--- src/rtl/core/dpsr_pkg.sv ---
`timescale 1ns / 1ps
// ----------------------------------------------------------------------------
// dpsr_pkg: shared types and helpers for the disc progress shock recovery
// Disc time type, command and status codes, register indexes, and the
// time add and compare functions used by the step logic.
// ----------------------------------------------------------------------------
package dpsr_pkg;

    // Command codes
    localparam logic [1:0] CMD_TICK  = 2'd0;
    localparam logic [1:0] CMD_START = 2'd1;
    localparam logic [1:0] CMD_STOP  = 2'd2;

    // Seek engine status codes (anything else reads as busy)
    localparam logic [1:0] SEEK_BUSY  = 2'd0;
    localparam logic [1:0] SEEK_READY = 2'd1;
    localparam logic [1:0] SEEK_ERROR = 2'd2;

    // Configuration register indexes
    localparam logic [1:0] CFG_SINGLE_SPEED = 2'd0;
    localparam logic [1:0] CFG_TICKS_SINGLE = 2'd1;
    localparam logic [1:0] CFG_TICKS_DOUBLE = 2'd2;

    // Configuration reset values
    localparam logic       RST_SINGLE_SPEED = 1'b1;
    localparam logic [7:0] RST_TICKS_SINGLE = 8'd40;
    localparam logic [7:0] RST_TICKS_DOUBLE = 8'd20;

    // Progress window and seek-back offset, in frames
    localparam logic [5:0] WINDOW_LO_FRAMES = 6'h0F;
    localparam logic [5:0] SEEK_BACK_FRAMES = 6'h28;

    // Disc time radixes
    localparam logic [7:0] FRAMES_PER_SEC   = 8'd75;
    localparam logic [7:0] FRAMES_PER_SEC2  = 8'd150;
    localparam logic [6:0] SECS_PER_MIN     = 7'd60;
    localparam logic [7:0] MINS_WRAP        = 8'd100;

    typedef struct packed {
        logic [6:0] minute;
        logic [5:0] second;
        logic [6:0] frame;
    } dtime_t;

    typedef struct packed {
        logic [1:0] cmd;
        logic       abs_time_valid;
        logic       in_leadin;
        dtime_t     pos;
        logic [1:0] seek_status;
    } item_t;

    typedef struct packed {
        logic       mute;
        logic       seek_request;
        dtime_t     seek;
        logic       armed;
        logic       recovering;
    } result_t;

    typedef struct packed {
        logic       active;
        logic       recovery;
        logic [7:0] slice_timer;
        dtime_t     ref_time;
        logic       mute;
    } state_t;

    // a + sadd seconds + fadd frames, normalized; minutes wrap at 100.
    // Raw inputs keep every intermediate below twice its radix (three
    // times for frames), so compare-and-subtract is enough.
    function automatic dtime_t time_add(dtime_t a, logic sadd, logic [5:0] fadd);
        logic [7:0] fs;
        logic [1:0] fcarry;
        logic [6:0] ss;
        logic       scarry;
        logic [7:0] ms;
        dtime_t     r;
        fs = {1'b0, a.frame} + {2'b00, fadd};
        if (fs >= FRAMES_PER_SEC2)
        begin
            fcarry = 2'd2;
            fs = fs - FRAMES_PER_SEC2;
        end
        else if (fs >= FRAMES_PER_SEC)
        begin
            fcarry = 2'd1;
            fs = fs - FRAMES_PER_SEC;
        end
        else
        begin
            fcarry = 2'd0;
        end
        ss = {1'b0, a.second} + {6'd0, sadd} + {5'd0, fcarry};
        scarry = (ss >= SECS_PER_MIN);
        if (scarry)
        begin
            ss = ss - SECS_PER_MIN;
        end
        ms = {1'b0, a.minute} + {7'd0, scarry};
        if (ms >= MINS_WRAP)
        begin
            ms = ms - MINS_WRAP;
        end
        r.minute = ms[6:0];
        r.second = ss[5:0];
        r.frame  = fs[6:0];
        return r;
    endfunction

    // Lexicographic a > b on raw fields
    function automatic logic time_gt(dtime_t a, dtime_t b);
        logic gt;
        if (a.minute != b.minute)
        begin
            gt = (a.minute > b.minute);
        end
        else if (a.second != b.second)
        begin
            gt = (a.second > b.second);
        end
        else
        begin
            gt = (a.frame > b.frame);
        end
        return gt;
    endfunction

endpackage

--- src/rtl/core/dpsr_item_if.sv ---
`timescale 1ns / 1ps
// ----------------------------------------------------------------------------
// dpsr_item_if: input item channel
// Valid/ready channel carrying one command with subcode time and seek status.
// ----------------------------------------------------------------------------
interface dpsr_item_if;
    logic       valid;
    logic       ready;
    logic [1:0] cmd;
    logic       abs_time_valid;
    logic       in_leadin;
    logic [6:0] pos_min;
    logic [5:0] pos_sec;
    logic [6:0] pos_frame;
    logic [1:0] seek_status;

    modport source (output valid, cmd, abs_time_valid, in_leadin, pos_min, pos_sec,
                    pos_frame, seek_status, input ready);
    modport sink (input valid, cmd, abs_time_valid, in_leadin, pos_min, pos_sec,
                  pos_frame, seek_status, output ready);
endinterface

--- src/rtl/core/dpsr_result_if.sv ---
`timescale 1ns / 1ps
// ----------------------------------------------------------------------------
// dpsr_result_if: result channel
// Valid/ready channel carrying mute, seek request and detector status.
// ----------------------------------------------------------------------------
interface dpsr_result_if;
    logic       valid;
    logic       ready;
    logic       mute;
    logic       seek_request;
    logic [6:0] seek_min;
    logic [5:0] seek_sec;
    logic [6:0] seek_frame;
    logic       armed;
    logic       recovering;

    modport source (output valid, mute, seek_request, seek_min, seek_sec, seek_frame,
                    armed, recovering, input ready);
    modport sink (input valid, mute, seek_request, seek_min, seek_sec, seek_frame,
                  armed, recovering, output ready);
endinterface

--- src/rtl/core/dpsr_cfg_if.sv ---
`timescale 1ns / 1ps
// ----------------------------------------------------------------------------
// dpsr_cfg_if: configuration write channel
// Valid/ready channel carrying a register index and write data.
// ----------------------------------------------------------------------------
interface dpsr_cfg_if;
    logic       valid;
    logic       ready;
    logic [1:0] index;
    logic [7:0] data;

    modport source (output valid, index, data, input ready);
    modport sink (input valid, index, data, output ready);
endinterface

--- src/rtl/core/disc_progress_shock_recovery.sv ---
`timescale 1ns / 1ps
// ----------------------------------------------------------------------------
// disc_progress_shock_recovery: disc progress shock detector
// Slice-timed progress check on disc time with mute and seek-back recovery.
// ----------------------------------------------------------------------------
// Every accepted item (tick, start or stop) yields exactly one result; it
// passes through the input register and then the result register. One item
// is accepted per cycle unless a held result stalls the input; the detector
// state update lies between the input register and the result register.
// A held result stalls the input only once the input register is also full.
// Configuration writes are always accepted and should be issued while no
// item is in flight.
// ----------------------------------------------------------------------------
module disc_progress_shock_recovery
    import dpsr_pkg::*;
(
    input  logic       clk,
    input  logic       rst_n,
    dpsr_item_if.sink   item,
    dpsr_result_if.source result,
    dpsr_cfg_if.sink    cfg
);

    logic       item_valid_reg;
    item_t      item_reg;
    logic       result_valid_reg;
    result_t    result_reg;
    state_t     state_reg;
    state_t     state_next;
    result_t    step_result;
    logic [7:0] slice_len;
    logic       advance;
    item_t      item_in;

    // Configuration registers
    assign cfg.ready = 1'b1;

    dpsr_cfg_regs u_cfg_regs (
        .clk       (clk),
        .rst_n     (rst_n),
        .wr_en     (cfg.valid),
        .wr_index  (cfg.index),
        .wr_data   (cfg.data),
        .slice_len (slice_len)
    );

    // Pipeline control
    assign advance    = item_valid_reg && (!result_valid_reg || result.ready);
    assign item.ready = !item_valid_reg || advance;

    assign item_in = {item.cmd, item.abs_time_valid, item.in_leadin, item.pos_min,
                      item.pos_sec, item.pos_frame, item.seek_status};

    // Input register
    always_ff @(posedge clk or negedge rst_n)
    begin
        if (!rst_n)
        begin
            item_valid_reg <= 1'b0;
        end
        else if (item.ready)
        begin
            item_valid_reg <= item.valid;
        end
    end

    always_ff @(posedge clk)
    begin
        if (item.valid && item.ready)
        begin
            item_reg <= item_in;
        end
    end

    // Step logic
    dpsr_step u_step (
        .item       (item_reg),
        .state      (state_reg),
        .slice_len  (slice_len),
        .state_next (state_next),
        .result     (step_result)
    );

    // Detector state
    always_ff @(posedge clk or negedge rst_n)
    begin
        if (!rst_n)
        begin
            state_reg <= '0;
        end
        else if (advance)
        begin
            state_reg <= state_next;
        end
    end

    // Result register
    always_ff @(posedge clk or negedge rst_n)
    begin
        if (!rst_n)
        begin
            result_valid_reg <= 1'b0;
        end
        else if (advance)
        begin
            result_valid_reg <= 1'b1;
        end
        else if (result.ready)
        begin
            result_valid_reg <= 1'b0;
        end
    end

    always_ff @(posedge clk)
    begin
        if (advance)
        begin
            result_reg <= step_result;
        end
    end

    assign result.valid        = result_valid_reg;
    assign result.mute         = result_reg.mute;
    assign result.seek_request = result_reg.seek_request;
    assign result.seek_min     = result_reg.seek.minute;
    assign result.seek_sec     = result_reg.seek.second;
    assign result.seek_frame   = result_reg.seek.frame;
    assign result.armed        = result_reg.armed;
    assign result.recovering   = result_reg.recovering;

`ifndef SYNTHESIS
    // recovery always runs with audio muted
    a_recovery_muted: assert property (@(posedge clk) disable iff (!rst_n)
        state_reg.recovery |-> state_reg.mute)
        else $error("recovery without mute");

    // state moves only when an item is processed
    a_state_hold: assert property (@(posedge clk) disable iff (!rst_n)
        !advance |=> $stable(state_reg))
        else $error("state changed without an item");

    // a seek is only requested by an armed detector
    a_seek_armed: assert property (@(posedge clk) disable iff (!rst_n)
        (result_valid_reg && result_reg.seek_request) |-> result_reg.armed)
        else $error("seek request while disarmed");

    // seek target is zero without a request, normalized with one
    a_seek_fields: assert property (@(posedge clk) disable iff (!rst_n)
        result_valid_reg |->
            (result_reg.seek_request ?
                (result_reg.seek.frame < 7'd75 && result_reg.seek.second < 6'd60 &&
                 result_reg.seek.minute < 7'd100) :
                (result_reg.seek == '0)))
        else $error("bad seek target");
`endif

endmodule

--- src/rtl/core/dpsr_cfg_regs.sv ---
`timescale 1ns / 1ps
// ----------------------------------------------------------------------------
// dpsr_cfg_regs: configuration registers
// Holds speed select and both slice lengths; drives the active slice length.
// ----------------------------------------------------------------------------
module dpsr_cfg_regs
    import dpsr_pkg::*;
(
    input  logic       clk,
    input  logic       rst_n,
    input  logic       wr_en,
    input  logic [1:0] wr_index,
    input  logic [7:0] wr_data,
    output logic [7:0] slice_len
);

    logic       single_speed_reg;
    logic [7:0] ticks_single_reg;
    logic [7:0] ticks_double_reg;

    // Register writes; an unused index is dropped
    always_ff @(posedge clk or negedge rst_n)
    begin
        if (!rst_n)
        begin
            single_speed_reg <= RST_SINGLE_SPEED;
            ticks_single_reg <= RST_TICKS_SINGLE;
            ticks_double_reg <= RST_TICKS_DOUBLE;
        end
        else if (wr_en)
        begin
            case (wr_index)
                CFG_SINGLE_SPEED: single_speed_reg <= wr_data[0];
                CFG_TICKS_SINGLE: ticks_single_reg <= wr_data;
                CFG_TICKS_DOUBLE: ticks_double_reg <= wr_data;
                default:          ;
            endcase
        end
    end

    assign slice_len = single_speed_reg ? ticks_single_reg : ticks_double_reg;

endmodule

--- src/rtl/core/dpsr_step.sv ---
`timescale 1ns / 1ps
// ----------------------------------------------------------------------------
// dpsr_step: detector step logic
// Next detector state and the result for one registered item.
// ----------------------------------------------------------------------------
module dpsr_step
    import dpsr_pkg::*;
(
    input  item_t      item,
    input  state_t     state,
    input  logic [7:0] slice_len,
    output state_t     state_next,
    output result_t    result
);

    logic [7:0] timer_dec;
    dtime_t     win_lo;
    dtime_t     win_hi;
    dtime_t     target;
    logic       in_window;

    // Timer countdown, plus the time window and seek target from the current reference
    assign timer_dec = (state.slice_timer != 8'd0) ? state.slice_timer - 8'd1 : 8'd0;
    assign win_lo    = time_add(state.ref_time, 1'b0, WINDOW_LO_FRAMES);
    assign win_hi    = time_add(state.ref_time, 1'b1, 6'd0);
    assign target    = time_add(state.ref_time, 1'b0, SEEK_BACK_FRAMES);
    assign in_window = time_gt(item.pos, win_lo) && !time_gt(item.pos, win_hi);

    always_comb
    begin
        state_next          = state;
        result.seek_request = 1'b0;
        result.seek         = '0;
        case (item.cmd)
            CMD_START:
            begin
                state_next.slice_timer = slice_len;
                state_next.ref_time    = item.pos;
                state_next.active      = 1'b1;
                state_next.recovery    = 1'b0;
            end
            CMD_STOP:
            begin
                state_next.active = 1'b0;
            end
            CMD_TICK:
            begin
                state_next.slice_timer = timer_dec;
                if (state.active)
                begin
                    // slice-end progress check
                    if (!state.recovery && timer_dec == 8'd0)
                    begin
                        if (item.abs_time_valid)
                        begin
                            if (in_window)
                            begin
                                state_next.slice_timer = slice_len;
                                state_next.ref_time    = item.pos;
                            end
                            else
                            begin
                                state_next.recovery = 1'b1;
                                state_next.mute     = 1'b1;
                            end
                        end
                        else if (item.in_leadin)
                        begin
                            state_next.recovery = 1'b1;
                            state_next.mute     = 1'b1;
                        end
                    end
                    // seek-back request while recovering
                    if (state_next.recovery)
                    begin
                        result.seek_request = 1'b1;
                        result.seek         = target;
                        case (item.seek_status)
                            SEEK_READY:
                            begin
                                state_next.recovery    = 1'b0;
                                state_next.slice_timer = slice_len;
                                state_next.ref_time    = item.pos;
                                state_next.mute        = 1'b0;
                            end
                            SEEK_ERROR:
                            begin
                                state_next.ref_time = target;
                            end
                            default: ;
                        endcase
                    end
                end
            end
            default: ;
        endcase
        result.mute       = state_next.mute;
        result.armed      = state_next.active;
        result.recovering = state_next.recovery;
    end

endmodule
--- src/flat_wrapper.sv ---
// flat-port wrapper written by rule: the top's interface ports become plain ports
module disc_progress_shock_recovery_flat import dpsr_pkg::*;
  (clk, rst_n, item_valid, item_cmd, item_abs_time_valid, item_in_leadin, item_pos_min, item_pos_sec, item_pos_frame, item_seek_status, item_ready, result_valid, result_mute, result_seek_request, result_seek_min, result_seek_sec, result_seek_frame, result_armed, result_recovering, result_ready, cfg_valid, cfg_index, cfg_data, cfg_ready);
  dpsr_item_if item_i ();
  dpsr_result_if result_i ();
  dpsr_cfg_if cfg_i ();
  input  logic clk;
  input  logic rst_n;
  input wire logic [$bits(item_i.valid)-1:0] item_valid;
  input wire logic [$bits(item_i.cmd)-1:0] item_cmd;
  input wire logic [$bits(item_i.abs_time_valid)-1:0] item_abs_time_valid;
  input wire logic [$bits(item_i.in_leadin)-1:0] item_in_leadin;
  input wire logic [$bits(item_i.pos_min)-1:0] item_pos_min;
  input wire logic [$bits(item_i.pos_sec)-1:0] item_pos_sec;
  input wire logic [$bits(item_i.pos_frame)-1:0] item_pos_frame;
  input wire logic [$bits(item_i.seek_status)-1:0] item_seek_status;
  output wire logic [$bits(item_i.ready)-1:0] item_ready;
  output wire logic [$bits(result_i.valid)-1:0] result_valid;
  output wire logic [$bits(result_i.mute)-1:0] result_mute;
  output wire logic [$bits(result_i.seek_request)-1:0] result_seek_request;
  output wire logic [$bits(result_i.seek_min)-1:0] result_seek_min;
  output wire logic [$bits(result_i.seek_sec)-1:0] result_seek_sec;
  output wire logic [$bits(result_i.seek_frame)-1:0] result_seek_frame;
  output wire logic [$bits(result_i.armed)-1:0] result_armed;
  output wire logic [$bits(result_i.recovering)-1:0] result_recovering;
  input wire logic [$bits(result_i.ready)-1:0] result_ready;
  input wire logic [$bits(cfg_i.valid)-1:0] cfg_valid;
  input wire logic [$bits(cfg_i.index)-1:0] cfg_index;
  input wire logic [$bits(cfg_i.data)-1:0] cfg_data;
  output wire logic [$bits(cfg_i.ready)-1:0] cfg_ready;
  assign item_i.valid = item_valid;
  assign item_i.cmd = item_cmd;
  assign item_i.abs_time_valid = item_abs_time_valid;
  assign item_i.in_leadin = item_in_leadin;
  assign item_i.pos_min = item_pos_min;
  assign item_i.pos_sec = item_pos_sec;
  assign item_i.pos_frame = item_pos_frame;
  assign item_i.seek_status = item_seek_status;
  assign item_ready = item_i.ready;
  assign result_valid = result_i.valid;
  assign result_mute = result_i.mute;
  assign result_seek_request = result_i.seek_request;
  assign result_seek_min = result_i.seek_min;
  assign result_seek_sec = result_i.seek_sec;
  assign result_seek_frame = result_i.seek_frame;
  assign result_armed = result_i.armed;
  assign result_recovering = result_i.recovering;
  assign result_i.ready = result_ready;
  assign cfg_i.valid = cfg_valid;
  assign cfg_i.index = cfg_index;
  assign cfg_i.data = cfg_data;
  assign cfg_ready = cfg_i.ready;
  disc_progress_shock_recovery u_core (.clk(clk), .rst_n(rst_n), .item(item_i), .result(result_i), .cfg(cfg_i));
endmodule
--- config.mk ---
export PLATFORM = sky130hd
export DESIGN_NAME = disc_progress_shock_recovery_flat
export DESIGN_NICKNAME = d
export VERILOG_FILES = /design/src/rtl/core/dpsr_pkg.sv /design/src/rtl/core/dpsr_item_if.sv /design/src/rtl/core/dpsr_result_if.sv /design/src/rtl/core/dpsr_cfg_if.sv /design/src/rtl/core/disc_progress_shock_recovery.sv /design/src/rtl/core/dpsr_cfg_regs.sv /design/src/rtl/core/dpsr_step.sv /design/src/flat_wrapper.sv
export SDC_FILE = /design/constraint.sdc
export NUM_CORES = 1
export LEC_CHECK = 0
export BUFFER_PORTS_ARGS = -buffer_cell sky130_fd_sc_hd__buf_4
export CAP_MARGIN = 10
export CORE_MARGIN = 4
export CORE_UTILIZATION = 60
export CTS_CLUSTER_SIZE = 25
export DETAILED_ROUTE_END_ITERATION = 7
export PLACE_DENSITY = 0.77
export SETUP_SLACK_MARGIN = 0.2
export SYNTH_ARGS = -nofsm -noshare
export SYNTH_HDL_FRONTEND = slang
export SYNTH_SLANG_ARGS = --single-unit
--- constraint.sdc ---
create_clock -name clk -period 11.9 [get_ports clk]
set_clock_uncertainty 0.1 [all_clocks]
set_input_delay 2.38 -clock clk [delete_from_list [all_inputs] [get_ports clk]]
set_output_delay 2.38 -clock clk [all_outputs]
set_load 0.01 [all_outputs]
Word-level counts from Yosys, hierarchy flattened. Index checks and enable logic that the tools add are counted.

Register bits after elaboration: 100. Bits in latches: 0. RAM bits: 0. Bits in read-only memories: 0. Word-level logic and storage cells: 146. Memories: 0.

Add/sub/neg operators: 22. $mul: 0. Divide/modulo/power cells: 0. $lt $le $gt $ge: 18. Equal/unequal tests: 11. Shifts and indexed selects: 0. Multiplexer cells: 46. Bitwise gates (word level): 0. Reductions and logical operators: 23.

Operators by type and width (number): $mux 30 (5); $mux 7 (9); $pmux 29 s2 (1); $mux 28 (2); $sub 7x7->7 const B (6); $ge 8x7->1 const B (5); $pmux 20 s2 (1); $gt 7x7->1 (4); $add 7x1->8 (3); $ge 7x6->1 const B (3); $mux 21 (1); $sub 7x5->7 const B (3); $mux 6 (3); $sub 6x6->6 const B (3); $mux 1 (17); $ge 8x8->1 const B (2); $mux 8 (2); $add 6x2->7 (2); $ne 7x7->1 (2); $gt 6x6->1 (2); $ne 6x6->1 (2); $reduce_and 2->1 (5); $mux 9 (1); $add 7x4->8 const B (1); 19 further kinds (35).

Longest topological paths before layout.
Word-level depth: 21. Gate-level depth with buffers: 44.

Cells and area by module. A second synthesis with hierarchy kept.

Cells, all modules: 946. Area, all modules: 8961.1 um2.

By module, submodules not included: dpsr_step (instances 1, cells each 774, area an instance 5310.1 um2); disc_progress_shock_recovery (instances 1, cells each 126, area an instance 2885.3 um2); dpsr_cfg_regs (instances 1, cells each 46, area an instance 765.7 um2).

Least setup slack after synthesis. No wires, ideal clock.

Path type: reg2reg. From: register u_core.state_reg[3] (netlist name). To: register u_core.state_reg[7] (netlist name). Library setup time: 126 ps. Arrival: 8331 ps. Setup slack: 3343 ps. Cell stages (with the launch flop): 43. Clock period less this slack: 8557 ps. Cells stage by stage: dfrtp_1 buf_2 inv_1 ha_1 a21bo_2 a21oi_1 xnor2_1 or3_1 a21o_1 nand2_1 inv_1 ha_1 fa_1 xnor2_1 inv_1 ha_1 nand2_1 nand2_1 (+7 left out) inv_1 ha_1 nand3b_1 nand3_1 nand3b_1 a21boi_0 o21ai_1 o211ai_1 o21a_1 ha_1 and4_1 nand4_1 or4_1 o211ai_2 o311ai_2 a221oi_1 a21oi_1 a221o_1.

Word-level cells in the longest chain between the ends: 21.

RTL lines: start: declaration (line disc_progress_shock_recovery.sv:28) `state_t state_reg;`; start signal: assignment (line disc_progress_shock_recovery.sv:93) `state_reg <= state_next;`; $add 7x4->8 or $ge 7x7->1 (tied branches) (line dpsr_pkg.sv:79, dpsr_pkg.sv:85); $ge 8x7->1 or $mux 1 (tied branches) (line dpsr_pkg.sv:85) `else if (fs >= FRAMES_PER_SEC)`; $mux 1 or $mux 2 (tied branches) (line dpsr_pkg.sv:85, dpsr_pkg.sv:80); $mux 2 or $add 7x2->7 (tied branches) (line dpsr_pkg.sv:80, dpsr_pkg.sv:94); $add 6x2->7 or $ge 7x6->1 (tied branches) (line dpsr_pkg.sv:94, dpsr_pkg.sv:95); $ge 7x6->1 or $add 7x1->8 (tied branches) (line dpsr_pkg.sv:95, dpsr_pkg.sv:100); $add 7x1->8 (tied with other cells) (line dpsr_pkg.sv:100) `ms = {1'b0, a.minute} + {7'd0, scarry};`; $sub 7x7->7 (tied with other cells) (line dpsr_pkg.sv:103) `ms = ms - MINS_WRAP;`; (+5 left out); $mux 28 (line dpsr_step.sv:54) `if (item.abs_time_valid)`; $mux 30 (line dpsr_step.sv:52) `if (!state.recovery && timer_dec == 8'd0)`; $mux 30 (line dpsr_step.sv:49) `if (state.active)`; $mux 30 (line dpsr_step.sv:34) `case (item.cmd)`; $pmux 20 s2 (line dpsr_step.sv:78) `case (item.seek_status)`; $mux 30 (*) (line dpsr_step.sv:74) `if (state_next.recovery)`; $mux 30 (*) (line dpsr_step.sv:49); $pmux 29 s2 (*) (line dpsr_step.sv:34).

Mark *: on every way between the ends. The rest lies on a longest branch, timed or not. The select of a mux whose other input is x is not followed. A chain may end at the register's enable or synchronous reset.

==> impl_metrics.py <==
metrics = {
    "outcome": {
        "outcome": "complete, no violations",
    },
    "cells_and_area": {
        "area_delta_synth_final_pct": 9.69,
        "antenna_cells": 0,
        "finalNetCount": 1069,
        "max_ffs_per_register": 31,
        "stdcell_area_um2": 9370,
        "multiInputGateArea_um2": 5340,
        "drive_gt1_frac": 0.170,
        "fillers": 1142,
        "final-seq-area_um2": 2760,
    },
    "synthesis": {
        "syn-instance-count": 912,
        "synth_edf_count": 50,
        "nets_in_the_synthesized_netlist": 1037,
        "most_numerous_cell_in_the_yosys_netlist": "nand2_1",
        "syn-cell-area_um2": 8540,
        "synth.lib_cells_used.distinct": 87,
        "library_cell_occupying_the_most_area_in_the_post_synthesis_netlist": "edfxtp_1",
        "ys_top_cells_by_area": "edfxtp_1 (18%), dfrtp_1 (13%), ha_1 (12%)",
        "synth_area_per_cell_um2": 9.37,
        "synth_seq_area_share": 0.323,
        "yosysWarningCount": 0,
        "synth_common_cells": "nand2_1 (90), ha_1 (82), a21oi_1 (61)",
        "ys_ff_latch": 100,
        "top_cell_type_s_share_of_synthesized_area": 0.176,
        "async_reset_ff_frac": 0.500,
        "postSynth.topFlopCell": "edfxtp_1",
    },
    "setup_path": {
        "cp_slowest_stage_delay_ps": 720,
        "critical_path.max_fanout": 13,
        "type_of_the_setup_path_with_the_least_slack": "reg2reg",
        "worst-r2r-setup-slack_ps": 1220,
        "worst_r2r_path_depth": 42,
        "regToRegStartpoint": "u_core.state_reg[3]$_DFFE_PN0P_",
        "timing.critical_path.slowest_stage_cell": "o21bai_1",
        "startpoint_type": "flip-flop",
        "r2r_end": "u_core.result.mute$_DFFE_PP_",
        "setup.worst_path.end_class": "flip-flop",
        "worstPathArrival_ps": 10660,
        "worst_ep_required_time_ps": 11870,
    },
    "run": {
        "maxCapViolations": 0,
    },
    "timing": {
        "whs_ps": 406,
        "final_setup_violation_count": 0,
        "tightest_slew_ps": 1070,
        "final_hold_viol_count": 0,
        "share_of_the_clock_period_used_by_the_worst_path_after_layout": 0.898,
        "finalCriticalPeriod_ps": 10680,
        "max-slew-margin-rel": 0.284,
        "drv_slew": 0,
        "fin_tns_setup_ps": 0,
        "fmaxAchievable_ghz": 0.0936,
        "rsz0062_at_grt": "no",
    },
    "place": {
        "placedInstanceArea_um2": 9060,
        "placement.io_buffers": 66,
        "place.detailed.hpwl_mm": 15.7,
        "gp_congestion": 0.942,
    },
    "die": {
        "die_width_um": 127,
        "num_ports": 68,
        "core_area_um2": 13900,
        "starting_density_of_the_core": 0.613,
        "fp-row-count": 43,
        "die_area_um2": 16200,
        "die_h_um": 127,
    },
    "routing": {
        "route.detailed.drc": 0,
        "viasPerCell": 6.42,
        "wirelength_routed_mm": 21.6,
        "routed_wire_length_per_instance_um": 19.1,
        "detail_route.iter0.violations": 738,
        "total_via_count_in_the_routed_design": 7249,
        "drtPass1Iterations": 5,
        "antenna_left": 0,
    },
    "global_route": {
        "grt_antenna_before_repair": 0,
        "globalRouteOverflowTotal": 0,
        "track_usage": 0.271,
        "grt_pass1_wl_mm": 35.2,
        "grt_start_max_net_pins": 51,
        "first_global_vias": 6944,
    },
    "hold_path": {
        "hold_path_startpoint": "u_core.u_cfg_regs.ticks_single_reg[4]$_DFFE_PN0P_",
        "hp-class": "reg2reg",
        "timing.hold.worst_endpoint": "u_core.u_cfg_regs.ticks_single_reg[4]$_DFFE_PN0P_",
        "timing.hold.worst_path_depth": 1,
    },
    "power_and_ir_drop": {
        "power.share.switching": 0.410,
        "power-per-cell-area_nw_per_um2": 148,
        "cellLeakagePower_nw": 3.94,
        "power.share.sequential": 0.368,
        "power.net_switching_uw": 571,
        "internal-power_uw": 821,
        "vdd_drop_max_uv": 113,
        "power.share.clock": 0.222,
        "share_comb_of_total_power": 0.410,
    },
    "clock_network": {
        "cts_hold_bufs": 0,
        "cts-root-buf": "clkbuf_16",
        "insertion_delay_ps": 360,
        "cts.repair.resized": 0,
        "clk_transition_reported_paths_ps": 80,
        "cts.path.max_buffers": 2,
        "h-tree-depth": 3,
        "postCtsSetupRepairBufs": 0,
        "cts.sink_count": 100,
        "tritoncts.num_buffers": 9,
        "tritoncts": "built",
    },
}
==> worst max-delay path by stage <==
stage / to / slack [ps] / from / depth (start not counted)
floorplan: u_core.state_reg[7]$_DFFE_PN0P_ / 3340 / u_core.state_reg[3]$_DFFE_PN0P_ / 42
global placement: u_core.result.mute$_DFFE_PP_ / 1890 / u_core.state_reg[3]$_DFFE_PN0P_ / 42
detailed placement: u_core.result.mute$_DFFE_PP_ / 1380 / u_core.state_reg[3]$_DFFE_PN0P_ / 42
CTS: u_core.result.mute$_DFFE_PP_ / 1370 / u_core.state_reg[3]$_DFFE_PN0P_ / 42
global route: u_core.result.mute$_DFFE_PP_ / 260 / u_core.state_reg[3]$_DFFE_PN0P_ / 42
finish: u_core.result.mute$_DFFE_PP_ / 1220 / u_core.state_reg[3]$_DFFE_PN0P_ / 42
==> area by class of cell <==
class	instances	share of cell area
sequential	100	0.294
tap	180	0.0240
inverter	52	0.0208
clock inverter	7	0.00975
multi-input combinational	710	0.570
clock buffer	9	0.0240
timing repair buffer	71	0.0569
==> layout by cell type (no fill, tap or decap), types with 6 or more instances in the layout <==
cell / instances
nand4_1: 7
o41ai_2: 6
a21oi_1: 61
nand2b_1: 6
nor4_1: 6
xnor2_1: 45
nor2_1: 60
nand2_1: 90
mux2_2: 28
a31oi_1: 13
nor3_1: 10
buf_4: 71
dfrtp_1: 45
and2_1: 10
edfxtp_1: 50
a211oi_1: 7
nand3b_1: 11
clkbuf_16: 9
o22ai_1: 6
a221oi_1: 10
and3_1: 21
a22oi_1: 8
inv_1: 51
mux2i_1: 24
o221ai_1: 9
xor2_1: 17
ha_1: 82
a221oi_2: 6
nand3_1: 14
o21ai_0: 31
nor2b_1: 6
o211ai_1: 8
==> metal layers <==
metal | global-route usage | wire [µm] | up-vias
met4 | 0.0890 | 480 | 0
met3 | 0.0414 | 1550 | 30
met5 | 0 | 0 | -
li1 | - | - | 3439
met1 | 0.365 | 9270 | 3489
met2 | 0.449 | 10300 | 291
==> metrics by stage <==
step / setup WS [ps] / utilization / cells / power [mW]
finish: 1220 / 0.673 / 1129 / 1.39
global route: 261 / 0.673 / 1129 / 1.49
CTS: 1370 / 0.673 / 1129 / 1.39
detailed placement: 1380 / 0.650 / 1113 / 1.08
global placement: 1890 / 0.650 / 1113 / 1.06
floorplan: 3340 / - / 912 / 0.937
==> power by group through the flow <==
stage | clock network, mW | logic, mW | registers [mW]
2_1_floorplan | 0 | 0.482 | 0.454
3_3_place_gp | 0 | 0.545 | 0.514
3_5_place_dp | 0 | 0.560 | 0.516
4_1_cts | 0.313 | 0.567 | 0.509
5_1_grt | 0.332 | 0.639 | 0.521
6_report | 0.309 | 0.570 | 0.512
==> worst max-delay path: cells and delay by family (launching register included) <==
family          cells  cell delay, ps
fa+ha+maj           7            1980
xor+xnor            3             880
compound gates     13            3300
flops               1             630
simple gates       13            2700
buf+inv             6             830
==> kinds of logic after synthesis <==
family | synth area share
other | 0.000439
and+or+nand+nor | 0.165
AOI/OAI and AO/OA | 0.207
adders and majority gates | 0.125
muxes | 0.0650
xor gates and xnor gates | 0.0636
DFF | 0.323
buffers and inverters | 0.0517
Power figures use the tool's default switching activity.
